==> src/rtl/sdtp_sqrt_stage.sv <==
// One restoring digit step of the pipelined floor square root, with payload carry.
module sdtp_sqrt_stage #(
  parameter int RW = 28,
  parameter int QW = 14,
  parameter int K  = 0,
  parameter int PW = 8
) (
  input  logic          clk,
  input  logic          rst_n,
  input  logic          en,
  input  logic          v_in,
  input  logic [RW-1:0] rem_in,
  input  logic [QW-1:0] root_in,
  input  logic [RW-1:0] val_in,
  input  logic [PW-1:0] pay_in,
  output logic          v_out,
  output logic [RW-1:0] rem_out,
  output logic [QW-1:0] root_out,
  output logic [RW-1:0] val_out,
  output logic [PW-1:0] pay_out
);
  // root bit K decided: rem' = rem*4 + next two bits; trial = root*4+1
  logic [RW+1:0] shifted;
  logic [RW+1:0] trial;
  logic          take;

  assign shifted = {rem_in, val_in[2*K+1 -: 2]};
  assign trial   = {{(RW+2-QW-2){1'b0}}, root_in, 2'b01};
  assign take    = shifted >= trial;

  always_ff @(posedge clk) begin
    if (!rst_n) begin
      v_out <= 1'b0;
    end else if (en) begin
      v_out <= v_in;
    end
  end

  always_ff @(posedge clk) begin
    if (en) begin
      rem_out  <= take ? RW'(shifted - trial) : RW'(shifted);
      root_out <= {root_in[QW-2:0], take};
      val_out  <= val_in;
      pay_out  <= pay_in;
    end
  end
endmodule

==> config.mk <==
export PLATFORM = sky130hd
export DESIGN_NAME = sdtp_sqrt_stage
export DESIGN_NICKNAME = d
export VERILOG_FILES = /design/src/rtl/sdtp_sqrt_stage.sv
export SDC_FILE = /design/constraint.sdc
export NUM_CORES = 1
export LEC_CHECK = 0
export BUFFER_PORTS_ARGS = -buffer_cell sky130_fd_sc_hd__buf_2
export CORE_ASPECT_RATIO = 1.2
export CORE_MARGIN = 2
export CORE_UTILIZATION = 48
export DETAILED_ROUTE_END_ITERATION = 10
export PLACE_DENSITY_LB_ADDON = 0.25
export SYNTH_ARGS = -nofsm -noshare
export SYNTH_HDL_FRONTEND = slang
export SYNTH_SLANG_ARGS = --single-unit
==> constraint.sdc <==
create_clock -name clk -period 4.47 [get_ports clk]
set_input_delay 0.447 -clock clk [delete_from_list [all_inputs] [get_ports clk]]
set_output_delay 0.447 -clock clk [all_outputs]
set_load 0.01 [all_outputs]
# == Word level (Yosys, flattened, before mapping) ==
# Cells that the tools add are included.
# word_totals
register_bits,79
in_bits,82
out_inout_bits,79
wordCells,8
# op_classes
n_addsub,1
magnitude_cmp,1
muxes,1
# ops
cell,n
$ge A30 B16 Y1,1
$mux W28,1
$sub A28 B16 Y28,1

# == Logic depth before layout (Yosys ltp) ==
# Gate-level depths: netlist of the first run.
# logic_depth
depth_word,2
depth_mapped,12
mapped_depth_nobuf,9

# == Worst setup path before layout of the first run ==
# No wires, ideal clock.
# synth_path
path_type,input port to flip-flop
start,in root_in[0]
end,"reg rem_out[21], data pin"
t_arrival_ns,2.354
t_required_ns,4.199
path_slack_ns,1.845
cell_stages,9
n_path_buf,0
path_cell_list,inv_1 -> ha_1 -> o21ai_0 -> a211oi_1 -> a211o_1 -> or3b_2 -> o21ai_0 -> nor4_1 -> xor2_1
# synth_between
elab_chain_len,2
elab_cells_between_ends,3
cone_classes,add/sub: 1; order compare: 1; mux: 1
# synth_lines
item,line,text
start: declaration,13,"input logic [QW-1:0] root_in,"
$sub A28 B16 Y28 / $ge A30 B16 Y1 (equally long branches),"41, 29",
$mux W28 *,41,rem_out <= take ? RW'(shifted - trial) : RW'(shifted);
end signal: assignment,41,
end: declaration,17,"output logic [RW-1:0] rem_out,"
# Every way passes the cells marked *; elsewhere a longest branch is shown, timed or not.
# A chain may end at the register's enable or synchronous reset.

# == Final worst setup path of the first run ==
# layout_path
start,in rem_in[13]
end,"reg rem_out[5], data pin"
# layout_between
elab_chain_len,2
# layout_lines
item,line,text
start: declaration,12,"input logic [RW-1:0] rem_in,"
$ge A30 B16 Y1,29,assign take = shifted >= trial;
$mux W28,41,
# No other way between the ends.

==> flow_metrics.py, run 1 <==
metrics = {
    "yosys": {
        "synthCells": 294,
        "netlist_area_sq_mm": 0.00384,
        "yosys-top-cells-area": "edfxtp_1, ha_1, xor2_1, nand2_1, xnor2_1",
        "yosysWarnings": 0,
        "synthFlopType": "edfxtp_1",
        "synth-async-reset-ratio_pct": 0,
        "synth-simple-area-share_pct": 14.1,
        "synth_compound_area_share_pct": 9.12,
        "synth_fa_ha_area_share_pct": 5.21,
        "synth-seq-area-share_pct": 61.5,
        "synth_top_family_by_area": "simple AND/OR/NAND/NOR gates",
        "yosysTopAreaCell": "edfxtp_1",
        "synth_edf_count": 78,
        "syn-mean-instance-area_sq_um": 13.1,
        "ys_ff_latch": 79,
        "ys_types": 48,
        "synth_top_area_share_pct": 61.0,
        "synthesis.nets": 392,
        "muxShareOfSynthArea_pct": 0.261,
        "post_synth_xor_area_fraction_pct": 6.15,
    },
    "grt": {
        "gr-total-overflow": 0,
        "grt_max_degree": 80,
        "grt_first_pass_wirelength_um": 13600,
        "track_usage_pct": 20.3,
        "grt_pass1_vias": 2841,
        "antenna_found_initial": 0,
    },
    "finish": {
        "area_growth_pct": 27.3,
        "n_antenna_cell": 0,
        "nets": 554,
        "drive_gt1_share_pct": 42.2,
    },
    "sta": {
        "tns_ps": 0,
        "skew_ps": 0,
        "fin_crit_ps": 2890,
        "fmaxAchievable_mhz": 346,
        "grt_setup_unrepaired": "false",
        "setup-violations-final": 0,
        "fin_crit_sh_pct": 64.7,
        "drv_slew": 0,
        "fin_ws_ps": 1580,
        "worst_pin_slew_ps": 990,
        "finalHoldViolCount": 0,
        "relSlewSlack_pct": 34.0,
    },
    "cts": {
        "clk_latency_ps": 350,
        "cts_tree": "built",
        "cts_resized": 0,
        "htreeDepth": 3,
        "cts_setup_buffers": 0,
        "path_clk_slew_ps": 90,
        "cts_hold_buffers": 0,
        "cts_inserted_buffers": 9,
        "clockBufferDepth": 2,
        "clock_sinks": 79,
        "root_buffer": "clkbuf_8",
    },
    "pwr": {
        "powerDensity_mw_per_mm2": 361,
        "ir_drop_uv": 251,
        "leakage_nw": 2.11,
    },
    "detailed_routing": {
        "finalWirelength_um": 8650,
        "dr.pass1.iters": 7,
        "drc": 0,
        "viasPerCell": 5.24,
        "num_vias": 2892,
        "wl_per_cell_um": 15.7,
        "ant_nets": 0,
        "dr.first_iter.drc_count": 132,
    },
    "setup_path": {
        "cpMaxStageDelayCell": "nor2_2",
        "crit_type": "in2reg",
        "cp_cell_sequence": "buf_2 > ha_1 > or3_1 > a21o_1 > nor4b_4 > nand3_2 > nor2_2 > buf_4 > o21ai_0",
        "critPathMaxStageDelay_ps": 600,
        "critPathRequiredTime_ps": 4560,
        "end_kind": "flop",
        "crit_arrival_ps": 2980,
        "start_kind": "primary input",
        "crit_path_max_fanout": 24,
    },
    "place": {
        "place_congestion": 0.904,
        "hpwl_um": 6520,
        "numPortBuffers": 160,
        "place_ws_ps": 1190,
    },
    "die": {
        "fp.dieH_um": 102,
        "die_area_sq_mm": 0.00874,
        "dieWidth_um": 85.7,
        "start_util_pct": 49.9,
        "rows": 35,
        "io_pins": 161,
        "placeableCoreArea_sq_mm": 0.00771,
    },
    "status": {
        "status": "finished, final reports clean",
    },
    "worst_hold_path": {
        "hold_class": "in2reg",
    },
    "job": {
        "drv_cap": 0,
    },
}
-- cells in the mapped netlist, drive strengths merged (4+ instances only) --
cell / count
inv: 18
ha: 16
xnor2: 10
a31oi: 4
or4: 4
nand3: 6
buf: 9
nor2: 16
nor3: 6
edfxtp: 78
nand2: 28
o21ai: 22
a21oi: 6
xor2: 17
a21o: 9
nor4: 5
-- critical path, delay by kind of cell --
| kind | cells | cell delay, ps |
|---|---|---|
| simple gates | 4 | 1400 |
| fa+ha+maj | 1 | 290 |
| buf+inv | 2 | 490 |
| compound gates | 2 | 360 |
-- through the flow --
stage          util, %  hold slack, ps  total power [W]  cell area (sq um)  std cells
4_1_cts           63.4             254          0.00179               4890        552
2_1_floorplan        -             538          0.00111               3840        294
6_report          63.4             265          0.00177               4890        552
3_5_place_dp      60.9             516          0.00126               4700        537
3_3_place_gp      60.9             491          0.00125               4700        537
5_1_grt           63.4             250          0.00185               4890        552
-- layer usage --
metal / track usage, % / up-vias / routed length, um
met4: 7.94 / 0 / 155
met3: 4.68 / 12 / 695
met5: 0 / - / 0
met1: 25.0 / 1346 / 3440
li1: - / 1414 / -
met2: 34.7 / 120 / 4360
-- path summary, 6_finish.rpt --
| kind | startpoint | endpoint | slack (ps) | depth (start not counted) |
|---|---|---|---|---|
| hold / removal | val_in[7] | val_out[7]$_DFFE_PP_ | 270 | 1 |
| setup reg to reg | v_out$_SDFFE_PN0P_ | v_out$_SDFFE_PN0P_ | 3880 | 2 |
| setup / recovery | rem_in[13] | rem_out[5]$_DFFE_PP_ | 1580 | 9 |
| hold reg to reg | v_out$_SDFFE_PN0P_ | v_out$_SDFFE_PN0P_ | 520 | 2 |
-- cells in the final DEF, fill, tap and decap left out, drive strengths merged, types with 2 or more instances in the layout --
cell type / Yosys / final
nand2b: 3 / 3
or3: 2 / 2
buf: 9 / 161
a21o: 9 / 9
nor3b: 2 / 2
nor2b: 2 / 2
a21oi: 6 / 6
nand3b: 3 / 3
a211oi: 3 / 3
a41oi: 2 / 2
a31o: 3 / 3
nor4: 5 / 5
edfxtp: 78 / 78
or4: 4 / 4
xor2: 17 / 17
and3: 3 / 3
nand4: 3 / 3
nor4b: 2 / 2
inv: 18 / 20
a31oi: 4 / 4
ha: 16 / 16
xnor2: 10 / 10
o21ai: 22 / 22
nand2: 28 / 28
nand3: 6 / 6
nor2: 16 / 16
clkbuf: 1 / 9
clkinvlp: 0 / 3
nor3: 6 / 6
-- cell families after synthesis --
| kind of cell | Yosys count |
|---|---|
| adder cells (fa/ha/maj) | 16 |
| XOR/XNOR | 27 |
| AND/OR/NAND/NOR | 89 |
| multiplexers | 1 |
| AO/OA/AOI/OAI | 54 |
| flip-flops | 79 |
| buffers and inverters | 28 |
-- sequential cells by signal (all words and copies together) (netlist names) --
name      flops
rem_out      28
v_out         1
root_out     14
val_out      28
pay_out       8
-- area by class of cell --
| type | count | area [sq um] |
|---|---|---|
| clock buffer | 9 | 124 |
| clock inverter | 6 | 70.1 |
| fill | 661 | 2820 |
| inverter | 18 | 67.6 |
| multi-input combinational | 187 | 1340 |
| sequential | 79 | 2360 |
| tap | 92 | 115 |
| timing repair buffer | 161 | 811 |
-- report_power, final --
group	total (W)	leakage (nW)	switching (W)	internal [W]
combinational	0.000319	1.25	0.000183	0.000136
clock	0.000532	0.0883	0.000274	0.000259
sequential	0.000916	0.772	0.0000168	0.000899
total	0.00177	2.11	0.000474	0.00129
(Power assumes the default switching activity.)
==> run 2, diff against run 1 <==
--- a/config.mk
+++ b/config.mk
@@ -8,7 +8,7 @@
 export BUFFER_PORTS_ARGS = -buffer_cell sky130_fd_sc_hd__buf_2
 export CORE_ASPECT_RATIO = 1.2
 export CORE_MARGIN = 2
-export CORE_UTILIZATION = 48
+export CORE_UTILIZATION = 43
 export DETAILED_ROUTE_END_ITERATION = 10
 export PLACE_DENSITY_LB_ADDON = 0.25
 export SYNTH_ARGS = -nofsm -noshare
==> constraint.sdc (replaced) <==
create_clock -name clk -period 2.62 [get_ports clk]
set_input_delay 0.262 -clock clk [delete_from_list [all_inputs] [get_ports clk]]
set_output_delay 0.262 -clock clk [all_outputs]
set_load 0.01 [all_outputs]
==> run 2 against run 1 <==
Global-route usage decreased by 2.0 points. Sequential power increased by 70%. Critical endpoint is now rem_out[23]$_DFFE_PP_. Register-to-register slack got worse by 1900 ps. Critical path type unchanged. Clock power increased by 82%. Non-clock buffer count increased by 22. Total power increased by 77%. Core utilization decreased by 3.9 points. Critical path depth increased by 1.
==> flow_metrics.py, run 2 (synthesized netlist as in run 1, its figures left out) <==
metrics = {
    "cts": {
        "cts_resized": 0,
        "clockBufferDepth": 2,
        "cts_setup_buffers": 0,
        "clk_latency_ps": 350,
        "cts_tree": "built",
        "clock_sinks": 79,
        "htreeDepth": 3,
        "path_clk_slew_ps": 80,
        "cts_hold_buffers": 0,
        "root_buffer": "clkbuf_8",
        "cts_inserted_buffers": 9,
    },
    "pwr": {
        "p_seq_share_pct": 50.0,
        "power_frac_comb_pct": 18.9,
        "ir_drop_uv": 281,
        "swShare_pct": 25.3,
        "clockPowerShare_pct": 31.1,
        "powerDensity_mw_per_mm2": 608,
        "leakage_nw": 2.24,
        "power_w": 0.00312,
        "intPower_w": 0.00233,
        "switchingPower_w": 0.000791,
    },
    "sta": {
        "fin_crit_ps": 2270,
        "grt_setup_unrepaired": "false",
        "fmaxAchievable_mhz": 440,
        "fin_crit_sh_pct": 86.8,
        "finalHoldViolCount": 0,
        "tns_ps": 0,
        "drv_slew": 0,
        "relSlewSlack_pct": 57.9,
        "worst_pin_slew_ps": 631,
        "setup-violations-final": 0,
        "skew_ps": 0,
    },
    "detailed_routing": {
        "dr.pass1.iters": 4,
        "drc": 0,
        "ant_nets": 0,
        "dr.first_iter.drc_count": 120,
        "wl_per_cell_um": 14.5,
        "num_vias": 2940,
        "finalWirelength_um": 8710,
        "viasPerCell": 4.91,
    },
    "setup_path": {
        "crit_path_max_fanout": 5,
        "cpMaxStageDelayCell": "a311oi_1",
        "crit_arrival_ps": 2370,
        "critPathMaxStageDelay_ps": 380,
        "start_kind": "primary input",
        "critPathRequiredTime_ps": 2720,
        "end_kind": "flop",
        "cpMostUsedCell": "a21o_1",
        "cp_cell_sequence": "buf_2 > ha_1 > a21o_1 > a21o_1 > a211o_1 > buf_4 > a31oi_1 > o21ai_0 > a311oi_1 > xor2_1",
        "crit_type": "in2reg",
    },
    "place": {
        "place_congestion": 0.909,
        "numPortBuffers": 160,
        "place_inst": 584,
        "placed_area_sq_mm": 0.00492,
        "hpwl_um": 6730,
    },
    "die": {
        "rows": 37,
        "fp.dieH_um": 108,
        "io_pins": 161,
        "dieWidth_um": 90.3,
        "placeableCoreArea_sq_mm": 0.00861,
        "start_util_pct": 44.6,
        "die_area_sq_mm": 0.00971,
    },
    "finish": {
        "fin_cells": 599,
        "layout_commonest_cell": "buf_2",
        "design_area_sq_mm": 0.00513,
        "area_growth_pct": 33.4,
        "top_regs": "rem_out (28), val_out (28), root_out (14)",
        "layout_common_cells": "buf_2, edfxtp_1, nand2_1, buf_4, inv_1",
        "fillCellCount": 747,
        "n_antenna_cell": 0,
        "drive_gt1_share_pct": 44.6,
        "nets": 576,
    },
    "job": {
        "drv_cap": 0,
    },
    "worst_hold_path": {
        "hold_class": "in2reg",
    },
    "status": {
        "status": "finished, final reports clean",
    },
    "grt": {
        "track_usage_pct": 18.2,
        "gr-total-overflow": 0,
        "grt_pass1_vias": 2821,
        "grt_first_pass_wirelength_um": 13700,
        "grt_max_degree": 48,
        "antenna_found_initial": 0,
    },
}
## run 2: critical path: cells and delay by family
kind	cells	cell delay (ps)
AOI/OAI and AO/OA	6	1370
adders and majority gates	1	360
buffers and inverters	2	260
xor gates and xnor gates	1	110
## run 2: final cells by class
class,instances,area [sq um],area share [%]
multi-input combinational,187,1340,26.1
clock buffer,9,124,2.42
clock inverter,6,86.3,1.68
inverter,18,67.6,1.32
tap,117,146,2.86
sequential,79,2360,46.1
timing repair buffer,183,1000,19.5
## run 2: layer usage
layer	wire, um	track usage, %
met3	461	3.64
met2	4270	30.8
met5	0	0
met1	3750	22.2
met4	223	9.78
## run 2: stage by stage
step | util, % | hold slack (ps) | setup WS (ps)
4_1_cts | 59.5 | 62.6 | 349
6_report | 59.5 | 79.8 | 347
3_5_place_dp | 57.1 | 440 | 6.68
5_1_grt | 59.5 | 67.3 | 200
2_1_floorplan | - | 361 | 180
3_3_place_gp | 57.1 | 439 | 56.6
## run 2: worst paths after layout
check / slack [ps] / cells past startpoint / start / end
max: 350 / 10 / rem_in[5] / rem_out[23]$_DFFE_PP_
max reg2reg: 2020 / 2 / v_out$_SDFFE_PN0P_ / v_out$_SDFFE_PN0P_
min: 80 / 1 / val_in[11] / val_out[11]$_DFFE_PP_
min reg2reg: 540 / 2 / v_out$_SDFFE_PN0P_ / v_out$_SDFFE_PN0P_
## run 2: power by group through the flow
stage               clock (W)  sequential (W)  combinational, W
floorplan                   0         0.00166          0.000224
global placement            0         0.00159          0.000584
detailed placement          0         0.00159          0.000592
CTS                  0.000999         0.00156          0.000594
global route          0.00104         0.00157          0.000649
finish               0.000970         0.00156          0.000589
