[config.mk]
export PLATFORM = sky130hd
export DESIGN_NAME = sdtp_div_stage
export DESIGN_NICKNAME = d
export VERILOG_FILES = /design/src/rtl/sdtp_div_stage.sv
export SDC_FILE = /design/constraint.sdc
export NUM_CORES = 1
export LEC_CHECK = 0
export BUFFER_PORTS_ARGS = -buffer_cell sky130_fd_sc_hd__clkbuf_2
export CAP_MARGIN = 20
export CORE_AREA = 2 2 103 105
export DETAILED_ROUTE_END_ITERATION = 12
export DIE_AREA = 0 0 105 107
export GPL_TIMING_DRIVEN = 0
export PLACE_DENSITY = 0.89
export SETUP_SLACK_MARGIN = 0.2
export SLEW_MARGIN = 20
export SYNTH_ARGS = -nofsm -noshare
export SYNTH_HDL_FRONTEND = slang
export SYNTH_SLANG_ARGS = --single-unit
[constraint.sdc]
create_clock -name clk -period 5.4 [get_ports clk]
set_input_delay 0.27 -clock clk [delete_from_list [all_inputs] [get_ports clk]]
set_output_delay 0.27 -clock clk [all_outputs]
set_load 0.03 [all_outputs]
[src/rtl/sdtp_div_stage.sv]
// One restoring quotient bit step for both axis dividers, with payload carry.
module sdtp_div_stage #(
  parameter int NW = 28,
  parameter int DW = 14,
  parameter int K  = 0,
  parameter int PW = 8
) (
  input  logic          clk,
  input  logic          rst_n,
  input  logic          en,
  input  logic          v_in,
  input  logic [DW-1:0] den,
  input  logic [DW:0]   ra_in,
  input  logic [NW-1:0] qa_in,
  input  logic [DW:0]   rb_in,
  input  logic [NW-1:0] qb_in,
  input  logic [PW-1:0] pay_in,
  output logic          v_out,
  output logic [DW-1:0] den_out,
  output logic [DW:0]   ra_out,
  output logic [NW-1:0] qa_out,
  output logic [DW:0]   rb_out,
  output logic [NW-1:0] qb_out,
  output logic [PW-1:0] pay_out
);
  logic [DW+1:0] sa, sb, dd;
  logic [NW-1:0] qa_nxt, qb_nxt;
  assign sa = {ra_in, qa_in[K]};
  assign sb = {rb_in, qb_in[K]};
  assign dd = {2'b00, den};

  // quotient bit K replaces the numerator bit just consumed
  always_comb begin
    qa_nxt    = qa_in;
    qa_nxt[K] = (sa >= dd);
    qb_nxt    = qb_in;
    qb_nxt[K] = (sb >= dd);
  end

  always_ff @(posedge clk) begin
    if (!rst_n) begin
      v_out <= 1'b0;
    end else if (en) begin
      v_out <= v_in;
    end
  end

  always_ff @(posedge clk) begin
    if (en) begin
      den_out   <= den;
      ra_out    <= (sa >= dd) ? (DW+1)'(sa - dd) : sa[DW:0];
      rb_out    <= (sb >= dd) ? (DW+1)'(sb - dd) : sb[DW:0];
      qa_out    <= qa_nxt;
      qb_out    <= qb_nxt;
      pay_out   <= pay_in;
    end
  end
endmodule

# Word-level counts from Yosys, hierarchy flattened
# Index checks and enable logic that the tools add are counted.
[op_classes]
n_mux = 2
order_cmp = 2
add_sub_neg = 2
[ops]
columns = ["op", "count"]
rows = [
  ["greater-or-equal comparator 16 x 14 -> 1 bit", 2],
  ["2-to-1 mux 15 bit", 2],
  ["subtractor 15 x 14 -> 15 bit", 2],
]
[totals]
elab_cells = 13
output_inout_bits = 109
regBits = 109

# Depth between registers and ports, before layout
# Gate-level depths: netlist (run 1).
[logic_depth]
ltp_word = 2
ltp_mapped = 12
mapped_depth_nobuf = 11

# Worst setup path before layout (run 1)
# Ideal clock, no wire load.
[synth_path]
kind = "input to register"
startpoint = "input den[2]"
endpoint = "register ra_out[10] (data pin)"
t_required_ns = 5.140
setup_time_ns = 0.260
path_buffers = 1
t_arrival_ns = 2.176
cell_stages = 10
slack_ns = 2.963
cell_sequence = "inv_1 > ha_1 > nor2b_4 > o21ai_2 > nand2b_2 > a21oi_4 > a21oi_2 > nor4_4 > buf_6 > mux2_4"
[synth_via]
elab_chain_len = 2
[synth_lines]
columns = ["item", "line_no", "text"]
rows = [
  ["start, declared", "12", "input logic [DW-1:0] den,"],
  ["subtractor 15 x 14 -> 15 bit or greater-or-equal comparator 16 x 14 -> 1 bit (tied branches)", "51", "ra_out <= (sa >= dd) ? (DW+1)'(sa - dd) : sa[DW:0];"],
  ["2-to-1 mux 15 bit (*)", "51", ""],
  ["end signal, assigned", "51", ""],
  ["end, declared", "20", "output logic [DW:0] ra_out,"],
]
# Every way passes the cells marked *; elsewhere a longest branch is shown, timed or not.
# A chain may end at the register's enable or synchronous reset.

# Worst setup path after layout (run 1)
[layout_path]
startpoint = "input den[5]"
endpoint = "register ra_out[8] (data pin)"
# The elaborated chain is that of the path after synthesis.

==> results of run 1 <==
## area by class of cell
type,instances,share of cell area
clock buffer,9,0.01878
buffer,9,0.007589
tap,136,0.02580
antenna,1,0.0003794
sequential,109,0.4948
clock inverter,7,0.008727
timing repair buffer,221,0.1725
multi-input combinational,219,0.2595
inverter,21,0.01195
## report_power, final
group	switching (mW)	leakage [nW]	internal (mW)
sequential	0.0225	1.07	1.04
clock	0.292	0.0951	0.176
combinational	0.372	1.81	0.200
## cell usage after synthesis (8+ instances only)
cell type  instances  area share
mux2_2            11       0.024
o21ai_0           19       0.019
a21oi_1           20       0.020
inv_1             20       0.015
xor2_1            10       0.017
nand2_1           22       0.016
nor2_1            12      0.0088
a31oi_1            8      0.0098
ha_1              28       0.069
a21o_1             8       0.012
edfxtp_1         108        0.64
xnor2_1           10       0.017
## per-layer routing
metal,GRT usage,part of all wire,vias up
met5,0,0,-
met4,0.1000,0.024,0
met3,0.06687,0.081,29
met2,0.3929,0.51,181
met1,0.2679,0.38,1810
li1,-,-,1820
## per-stage QoR
stage / cell area (sq um) / utilization / total power, mW / instances / hold slack [ns]
global route: 6593 / 0.6532 / 2.192 / 731 / 0.04067
detailed placement: 6411 / 0.6353 / 1.650 / 715 / 0.4486
finish: 6595 / 0.6535 / 2.097 / 732 / 0.06720
floorplan: 5104 / - / 1.457 / 358 / 0.3689
global placement: 6375 / 0.6317 / 1.630 / 714 / 0.4463
CTS: 6593 / 0.6532 / 2.109 / 731 / 0.04744
## path summary, 6_finish.rpt
kind / from / end / cells after the start
max: den[5] / ra_out[8]$_DFFE_PP_ / 10
min: qb_in[22] / qb_out[22]$_DFFE_PP_ / 1
max reg2reg: v_out$_SDFFE_PN0P_ / v_out$_SDFFE_PN0P_ / 2
min reg2reg: v_out$_SDFFE_PN0P_ / v_out$_SDFFE_PN0P_ / 2
## cell families after synthesis
kind of cell	after synthesis
simple gates	67
fa+ha+maj	30
xor+xnor	20
flops	109
mux	21
compound gates	81
buf+inv	30
## worst max-delay path: stages
cell      delay (ns)
clkbuf_2        0.09
inv_1           0.08
ha_1            0.38
a21oi_1         0.23
o21ai_0         0.19
a21oi_4         0.26
a21oi_2         0.10
nor4_4          0.45
buf_6           0.25
mux2_4          0.31
## state kept, by name (all words and copies together), names as in the netlist
signal,count
rb_out,15
qb_out,28
pay_out,8
qa_out,28
v_out,1
den_out,14
ra_out,15
==> flow_summary.toml, run 1 <==
[clocking]
htree_levels = 3
clkSinkCount = 109
post_cts_buffers = 0
cts_tree = "done"
cts_hold_buffers = 0
clk-insertion-delay-late_ns = 0.37
cts_root_buf = "clkbuf_8"
cts_buffers = 9
clockBufferDepth = 2
path_clk_slew_ns = 0.11
post_cts_resized = 0

[grt]
grt-ovfl-total = 0
grt_max_degree = 68
track_usage = 0.2288
grt_pass1_wl_microns = 19550
grt_pass1_vias = 3785
antenna_found_initial = 1

[die]
fp.coreArea_sq_mm = 0.01009
dieWidth_microns = 105
rows = 37
start_util = 0.5057
die-area_sq_mm = 0.01124
io-pin-count = 221
die-height_microns = 107

[sta]
tns_ns = 0
relSlewSlack = 0.6604
clock.fmax_ghz = 0.4010
rsz0062_at_grt = "no"
maxSlewViolCount = 0
worstMarginPinSlew_ns = 0.4966
layout_min_cycle_time_ns = 2.494
finalSetupViolations = 0
skew_ns = 0
timing.final.ws_setup_ns = 2.906
hold_viol = 0
finalCritPeriodShare = 0.4618

[logic_synthesis]
yosys.area_share.simple = 0.07061
synth_compound_area_frac = 0.1042
syn_inst = 358
synthFlopType = "edfxtp_1"
syn_avg_cell_area_sq_um = 14.26
synth_top_family_by_area = "compound AO/OA/AOI/OAI gates"
muxShareOfSynthArea = 0.04977
synth_fp_nets = 500
ys_seq_area_frac = 0.6394
synth-edff-count = 108
synth_fa_ha_area_frac = 0.07649
ys_types = 53
synth_area_sq_mm = 0.005104
synth-async-reset-ratio = 0
synth_seq_cells = 109
synthXorXnorAreaFrac = 0.03432
yosys_warnings = 0

[layout]
drive_gt1_frac = 0.4555
multiInputGateArea_sq_mm = 0.001712
area.growth.synth_to_final_pct = 29.22
layout_commonest_cell = "clkbuf_2"
regArea_sq_mm = 0.003263
nFillCells = 777
nets = 732
final_cell_mix = "clkbuf_2 (219), edfxtp_1 (108), ha_1 (28)"

[job]
drv_cap = 0

[critical_path]
r2r_slack_ns = 4.77
cp-start-kind = "input port"
critPathMaxFanout = 10
required_ns = 5.53
endpoint_kind = "flop"
cp.arrival_ns = 2.62
crit_type = "in2reg"

[route]
via_per_inst = 5.246
drt_iter0_drc = 314
drt-total-wl_microns = 12700
avgRoutedWirePerCell_microns = 17.34
vias = 3840
antenna_left = 0
route.detailed.drc = 0
first_pass_iters = 4

[placed_design]
preCtsSetupSlack_ns = 2.540
port_buffers = 220
gp_congestion = 0.8481
hpwl_microns = 10200

[power]
p_per_area_mw_per_mm2 = 317.9
peakVddDrop_uv = 157.8
p_leak_nw = 2.975

[run_status]
status = "finished, final reports clean"

[hold_path]
hold_path.class = "in2reg"
Power figures use the tool's default switching activity.
==> run 2: changes to the inputs <==
--- a/config.mk
+++ b/config.mk
@@ -7,11 +7,11 @@
 export LEC_CHECK = 0
 export BUFFER_PORTS_ARGS = -buffer_cell sky130_fd_sc_hd__clkbuf_2
 export CAP_MARGIN = 20
-export CORE_AREA = 2 2 103 105
+export CORE_AREA = 2 2 107 109
 export DETAILED_ROUTE_END_ITERATION = 12
-export DIE_AREA = 0 0 105 107
+export DIE_AREA = 0 0 109 111
 export GPL_TIMING_DRIVEN = 0
-export PLACE_DENSITY = 0.89
+export PLACE_DENSITY = 0.84
 export SETUP_SLACK_MARGIN = 0.2
 export SLEW_MARGIN = 20
 export SYNTH_ARGS = -nofsm -noshare
==> constraint.sdc (replaced) <==
create_clock -name clk -period 2.45 [get_ports clk]
set_input_delay 0.1225 -clock clk [delete_from_list [all_inputs] [get_ports clk]]
set_output_delay 0.1225 -clock clk [all_outputs]
set_load 0.03 [all_outputs]
==> run 2 against run 1 <==
Compared with the run above:
- combinational power up 150%
- via count up 11%
- routed wire length up 24%
- hold slack worse by 0.037 ns
- first-iteration DRC count down 36%
- sequential power up 120%
- non-clock buffer count up 78
- clock power rose to 3.3 times the previous value
- design area up 15%
- total power rose to 2.5 times the previous value
- clock skew unchanged
- critical endpoint is now rb_out[13]$_DFFE_PP_
==> flow_summary.toml, run 2 (same netlist as run 1, synthesis figures left out) <==
[critical_path]
critPathMaxStageDelay_ns = 0.38
crit_chain = "clkbuf_2, inv_1, ha_1, nor2b_1, o21ai_0, nand2b_1, a31oi_4, a21bo_2, clkbuf_4, clkbuf_4, o21ai_0"
critPathMaxFanout = 10
rr_worst_depth = 2
cp.arrival_ns = 2.18
cp-start-kind = "input port"
worstReg2RegStart = "v_out$_SDFFE_PN0P_"
crit_family = "compound AO/OA/AOI/OAI gates"
endpoint_kind = "flop"
reg2reg_to = "v_out$_SDFFE_PN0P_"
crit_buf_inv = 4
r2r_slack_ns = 1.83
crit_slowest_cell = "ha_1"
crit_type = "in2reg"
required_ns = 2.54

[clocking]
clkSinkCount = 109
clk-insertion-delay-late_ns = 0.34
path_clk_slew_ns = 0.07
htree_levels = 3
cts_buffers = 9
cts_tree = "done"
cts_root_buf = "clkbuf_16"
clockBufferDepth = 2

[sta]
skew_ns = 0
worstMarginPinSlew_ns = 0.5107
maxSlewViolCount = 0
finalSetupViolations = 0
layout_min_cycle_time_ns = 2.086
finalCritPeriodShare = 0.8515
rsz0062_at_grt = "no"
hold_viol = 0
tns_ns = 0
relSlewSlack = 0.6560
clock.fmax_ghz = 0.4793

[die]
rows = 39
die-area_sq_mm = 0.01210
start_util = 0.4607
dieWidth_microns = 109
io-pin-count = 221
die-height_microns = 111
fp.coreArea_sq_mm = 0.01108

[layout]
drive_gt1_frac = 0.4220
final_cell_mix = "clkbuf_2 (219), edfxtp_1 (108), dlygate4sd3_1 (74)"
nFillCells = 761
area.growth.synth_to_final_pct = 48.30
regArea_sq_mm = 0.003263
n_antenna_cell = 0
layout_commonest_cell = "clkbuf_2"
multiInputGateArea_sq_mm = 0.001770
nets = 810
reg_top3 = "qa_out: 28 flops, qb_out: 28 flops"

[grt]
grt-ovfl-total = 0
grt_pass1_vias = 4312
antenna_found_initial = 0
grt_pass1_wl_microns = 23610
grt_max_degree = 84
track_usage = 0.2621

[power]
p_per_area_mw_per_mm2 = 699.2
power.total_mw = 5.292
p_leak_nw = 3.364
peakVddDrop_uv = 394.2

[route]
drt-met1-wl_microns = 5720
drt-total-wl_microns = 15760
via_per_inst = 5.208
vias = 4250
first_pass_iters = 4
dr_wl_met3_microns = 944
avgRoutedWirePerCell_microns = 19.31
dr_wl_met2_microns = 8550
highest_layer = "met4"
route.detailed.drc = 0
antenna_left = 0
drt_iter0_drc = 202

[hold_path]
hold_depth = 2
holdPathEnd = "v_out$_SDFFE_PN0P_"
hp-start = "rst_n"
hold_path.class = "in2reg"

[placed_design]
gp_congestion = 0.8806
port_buffers = 220
hpwl_microns = 10410

[job]
drv_cap = 0

[run_status]
status = "finished, final reports clean"
-- run 2: cell count changes in the layout (fill, tap and decap cells not counted), sizes merged --
cell / change
clkinv: -3
dlygate4sd3: +74
bufinv: +1
diode: -1
buf: +2
clkbuf: +3
clkinvlp: +1
-- run 2: layout make-up --
type | instances | area share
inverters | 21 | 0.01041
multi-input cells | 219 | 0.2339
flip-flops and latches | 109 | 0.4311
well taps | 143 | 0.02364
plain buffers | 9 | 0.007274
repair buffers | 299 | 0.2521
clock buffers | 10 | 0.03158
clock inverters | 6 | 0.009919
-- run 2: worst max-delay path by stage --
stage	start	end	slack, ns	cells after the start
floorplan	den[5]	ra_out[10]$_DFFE_PP_	0.22	9
global placement	den[5]	ra_out[9]$_DFFE_PP_	-0.20	10
detailed placement	den[5]	ra_out[9]$_DFFE_PP_	-0.23	10
CTS	den[2]	rb_out[13]$_DFFE_PP_	0.24	11
global route	den[2]	rb_out[12]$_DFFE_PP_	0.20	11
finish	den[2]	rb_out[13]$_DFFE_PP_	0.36	11
-- run 2: report_power, final --
group | leakage (nW) | switching, mW | internal [mW]
Clock | 0.152 | 0.694 | 0.838
Sequential | 1.07 | 0.0661 | 2.28
Combinational | 2.15 | 0.874 | 0.535
Total | 3.36 | 1.63 | 3.66
-- run 2: routing by layer --
metal,vias up,global-route usage
met5,-,0
met3,41,0.05644
li1,1981,-
met2,207,0.4870
met4,0,0.1068
met1,2021,0.2806
-- run 2: repair_timing --
action | 4_1_cts | 5_1_grt
pin swaps | 1 | 1
resized for setup | 1 | 6
hold endpoints to repair | 74 | 0
hold buffers | 74 | 0
setup buffers | 2 | 2
setup endpoints to repair | 12 | 21
-- run 2: through the flow --
stage / hold slack, ns / std cells / setup WS (ns) / util / instance area (sq um)
final: 0.03002 / 816 / 0.3638 / 0.6833 / 7569
after global routing: 0.01481 / 816 / 0.2006 / 0.6833 / 7569
after CTS: 0.02058 / 814 / 0.2427 / 0.6797 / 7528
after detailed placement: 0.3011 / 722 / -0.2332 / 0.5825 / 6452
after global placement: 0.2999 / 721 / -0.2006 / 0.5792 / 6416
after floorplan: 0.2214 / 358 / 0.2177 / - / 5136
==> run 3: changes to the inputs <==
--- a/config.mk
+++ b/config.mk
@@ -7,11 +7,11 @@
 export LEC_CHECK = 0
 export BUFFER_PORTS_ARGS = -buffer_cell sky130_fd_sc_hd__clkbuf_2
 export CAP_MARGIN = 20
-export CORE_AREA = 2 2 107 109
+export CORE_AREA = 2 2 112 103
 export DETAILED_ROUTE_END_ITERATION = 12
-export DIE_AREA = 0 0 109 111
+export DIE_AREA = 0 0 114 105
 export GPL_TIMING_DRIVEN = 0
-export PLACE_DENSITY = 0.84
+export PLACE_DENSITY = 0.85
 export SETUP_SLACK_MARGIN = 0.2
 export SLEW_MARGIN = 20
 export SYNTH_ARGS = -nofsm -noshare
==> run 3 against run 2 <==
Compared with the run above:
- flip-flop and latch count did not move
- clock skew is the same
- final cell count down 1.2%
- routed wire length fell by 3.7%
- via count fell by 1.2%
- clock power is 11% lower
- sequential power barely moved
- combinational power about the same
- setup slack worse by 0.027 ns
- non-clock buffer count unchanged
- critical path type unchanged
- largest power group unchanged
==> flow_summary.toml, run 3 (same netlist as run 1, synthesis figures left out) <==
[critical_path]
endpoint = "ra_out[10]$_DFFE_PP_"
critPathMaxStageDelay_ns = 0.31
required_ns = 2.55
crit_slowest_cell = "mux2_4"
crit_buf_inv = 4
crit_chain = "clkbuf_2, inv_1, ha_4, nor2b_4, o21ai_2, nand2b_4, a21oi_4, a21oi_2, nor4_4, buf_4, buf_6, mux2_4"
endpoint_kind = "flop"
worstReg2RegStart = "v_out$_SDFFE_PN0P_"
r2r_slack_ns = 1.86
startpoint = "den[2]"
crit_type = "in2reg"
crit_family = "buffers and inverters"
cp.arrival_ns = 2.21
cp-start-kind = "input port"
reg2reg_to = "v_out$_SDFFE_PN0P_"
critPathMaxFanout = 10
cp_num_cells = 12
rr_worst_depth = 2

[clocking]
path_clk_slew_ns = 0.07
cts_root_buf = "clkbuf_16"
cts_buffers = 9
clkSinkCount = 109
htree_levels = 3
clockBufferDepth = 2
cts_tree = "done"
clk-insertion-delay-late_ns = 0.34

[die]
fp.coreArea_sq_mm = 0.01072
io-pin-count = 221
rows = 36
dieWidth_microns = 114
start_util = 0.4761
die-area_sq_mm = 0.01197
die-height_microns = 105

[job]
drv_cap = 0

[power]
power_frac_clock = 0.266
peakVddDrop_uv = 368.5
intPower_mw = 3.523
power.share.sequential = 0.460
p_per_area_mw_per_mm2 = 679.6
power.switching_mw = 1.585
switching_share = 0.3103
p_leak_nw = 3.340
combPwrFrac = 0.273

[sta]
finalSetupViolations = 0
maxSlewViolCount = 0
timing.final.ws_setup_ns = 0.3371
skew_ns = 0
worstMarginPinSlew_ns = 0.5630
finalCritPeriodShare = 0.8624
relSlewSlack = 0.6207
rsz0062_at_grt = "no"
hold_viol = 0
layout_min_cycle_time_ns = 2.113
clock.fmax_ghz = 0.4733

[layout]
area.growth.synth_to_final_pct = 47.29
n_antenna_cell = 0
regArea_sq_mm = 0.003263
reg_top3 = "qa_out: 28 flops, qb_out: 28 flops"
layout_commonest_cell = "clkbuf_2"
final_cell_mix = "clkbuf_2 (219), edfxtp_1 (108), dlygate4sd3_1 (75)"
nets = 810
nFillCells = 754
multiInputGateArea_sq_mm = 0.001769
drive_gt1_frac = 0.4175
fin_util = 0.7012

[grt]
grt_pass1_vias = 4286
track_usage = 0.2514
grt-ovfl-total = 0
grt_max_degree = 66
antenna_found_initial = 0
grt_pass1_wl_microns = 22890

[placed_design]
hpwl_microns = 10100
gp_congestion = 0.8191
preCtsSetupSlack_ns = -0.2124
port_buffers = 220

[route]
first_pass_iters = 4
route.detailed.drc = 0
via_per_inst = 5.210
vias = 4199
drt-total-wl_microns = 15180
drt_iter0_drc = 371
antenna_left = 0
avgRoutedWirePerCell_microns = 18.83

[run_status]
status = "finished, final reports clean"

[hold_path]
hold_path.class = "in2reg"
[run 3: layout make-up]
type | instances | area share
buffer | 9 | 0.006991
clock buffer | 11 | 0.03096
clock inverter | 5 | 0.005826
inverter | 21 | 0.01049
multi-input combinational | 219 | 0.2354
sequential | 109 | 0.4341
tap | 133 | 0.02214
timing repair buffer | 299 | 0.2542
[run 3: worst register-to-register path, stage by stage (launching register included)]
cell and delay [ns]:
dfxtp_1 0.31, mux2i_1 0.12, nor2b_1 0.06
[run 3: repair_timing]
| item | in CTS | in global routing |
|---|---|---|
| pin swaps | 1 | 1 |
| buffers inserted | 2 | 1 |
| endpoints found under the setup margin | 6 | 23 |
| gates resized for setup | 0 | 7 |
| hold buffers | 75 | 0 |
| hold endpoints to repair | 75 | 0 |
[run 3: worst min path at each step]
stage | start | end | slack, ns | cells past startpoint
after floorplan | den[0] | den_out[0]$_DFFE_PP_ | 0.22 | 0
after global placement | qb_in[26] | qb_out[26]$_DFFE_PP_ | 0.30 | 1
after detailed placement | qb_in[4] | qb_out[4]$_DFFE_PP_ | 0.30 | 1
after CTS | den[0] | den_out[0]$_DFFE_PP_ | 0.03 | 1
after global routing | den[0] | den_out[0]$_DFFE_PP_ | 0.04 | 1
final | den[0] | den_out[0]$_DFFE_PP_ | 0.05 | 1
[run 3: power by group through the flow]
stage          clock network (mW)  registers, mW  logic (mW)
3_3_place_gp                    0           2.38        1.23
3_5_place_dp                    0           2.38        1.26
5_1_grt                      1.48           2.37        1.49
2_1_floorplan                   0           2.77       0.446
6_report                     1.36           2.35        1.40
4_1_cts                      1.39           2.34        1.37
[run 3: metrics by stage]
step	total power, mW	cells	setup TNS [ns]	instance area [sq um]	hold WS [ns]
6_report	5.109	806	0	7517	0.04926
5_1_grt	5.339	806	0	7517	0.04144
4_1_cts	5.101	805	0	7482	0.03354
3_5_place_dp	3.644	712	-2.554	6440	0.3012
3_3_place_gp	3.612	711	-1.514	6404	0.2999
2_1_floorplan	3.218	358	0	5136	0.2214
[run 3: layer usage]
layer | part of all wire | wire length (microns) | track usage
met1 | 0.37 | 5662 | 0.2778
met2 | 0.53 | 8088 | 0.4613
met3 | 0.067 | 1013 | 0.06787
met4 | 0.027 | 416 | 0.08624
met5 | 0 | 0 | 0
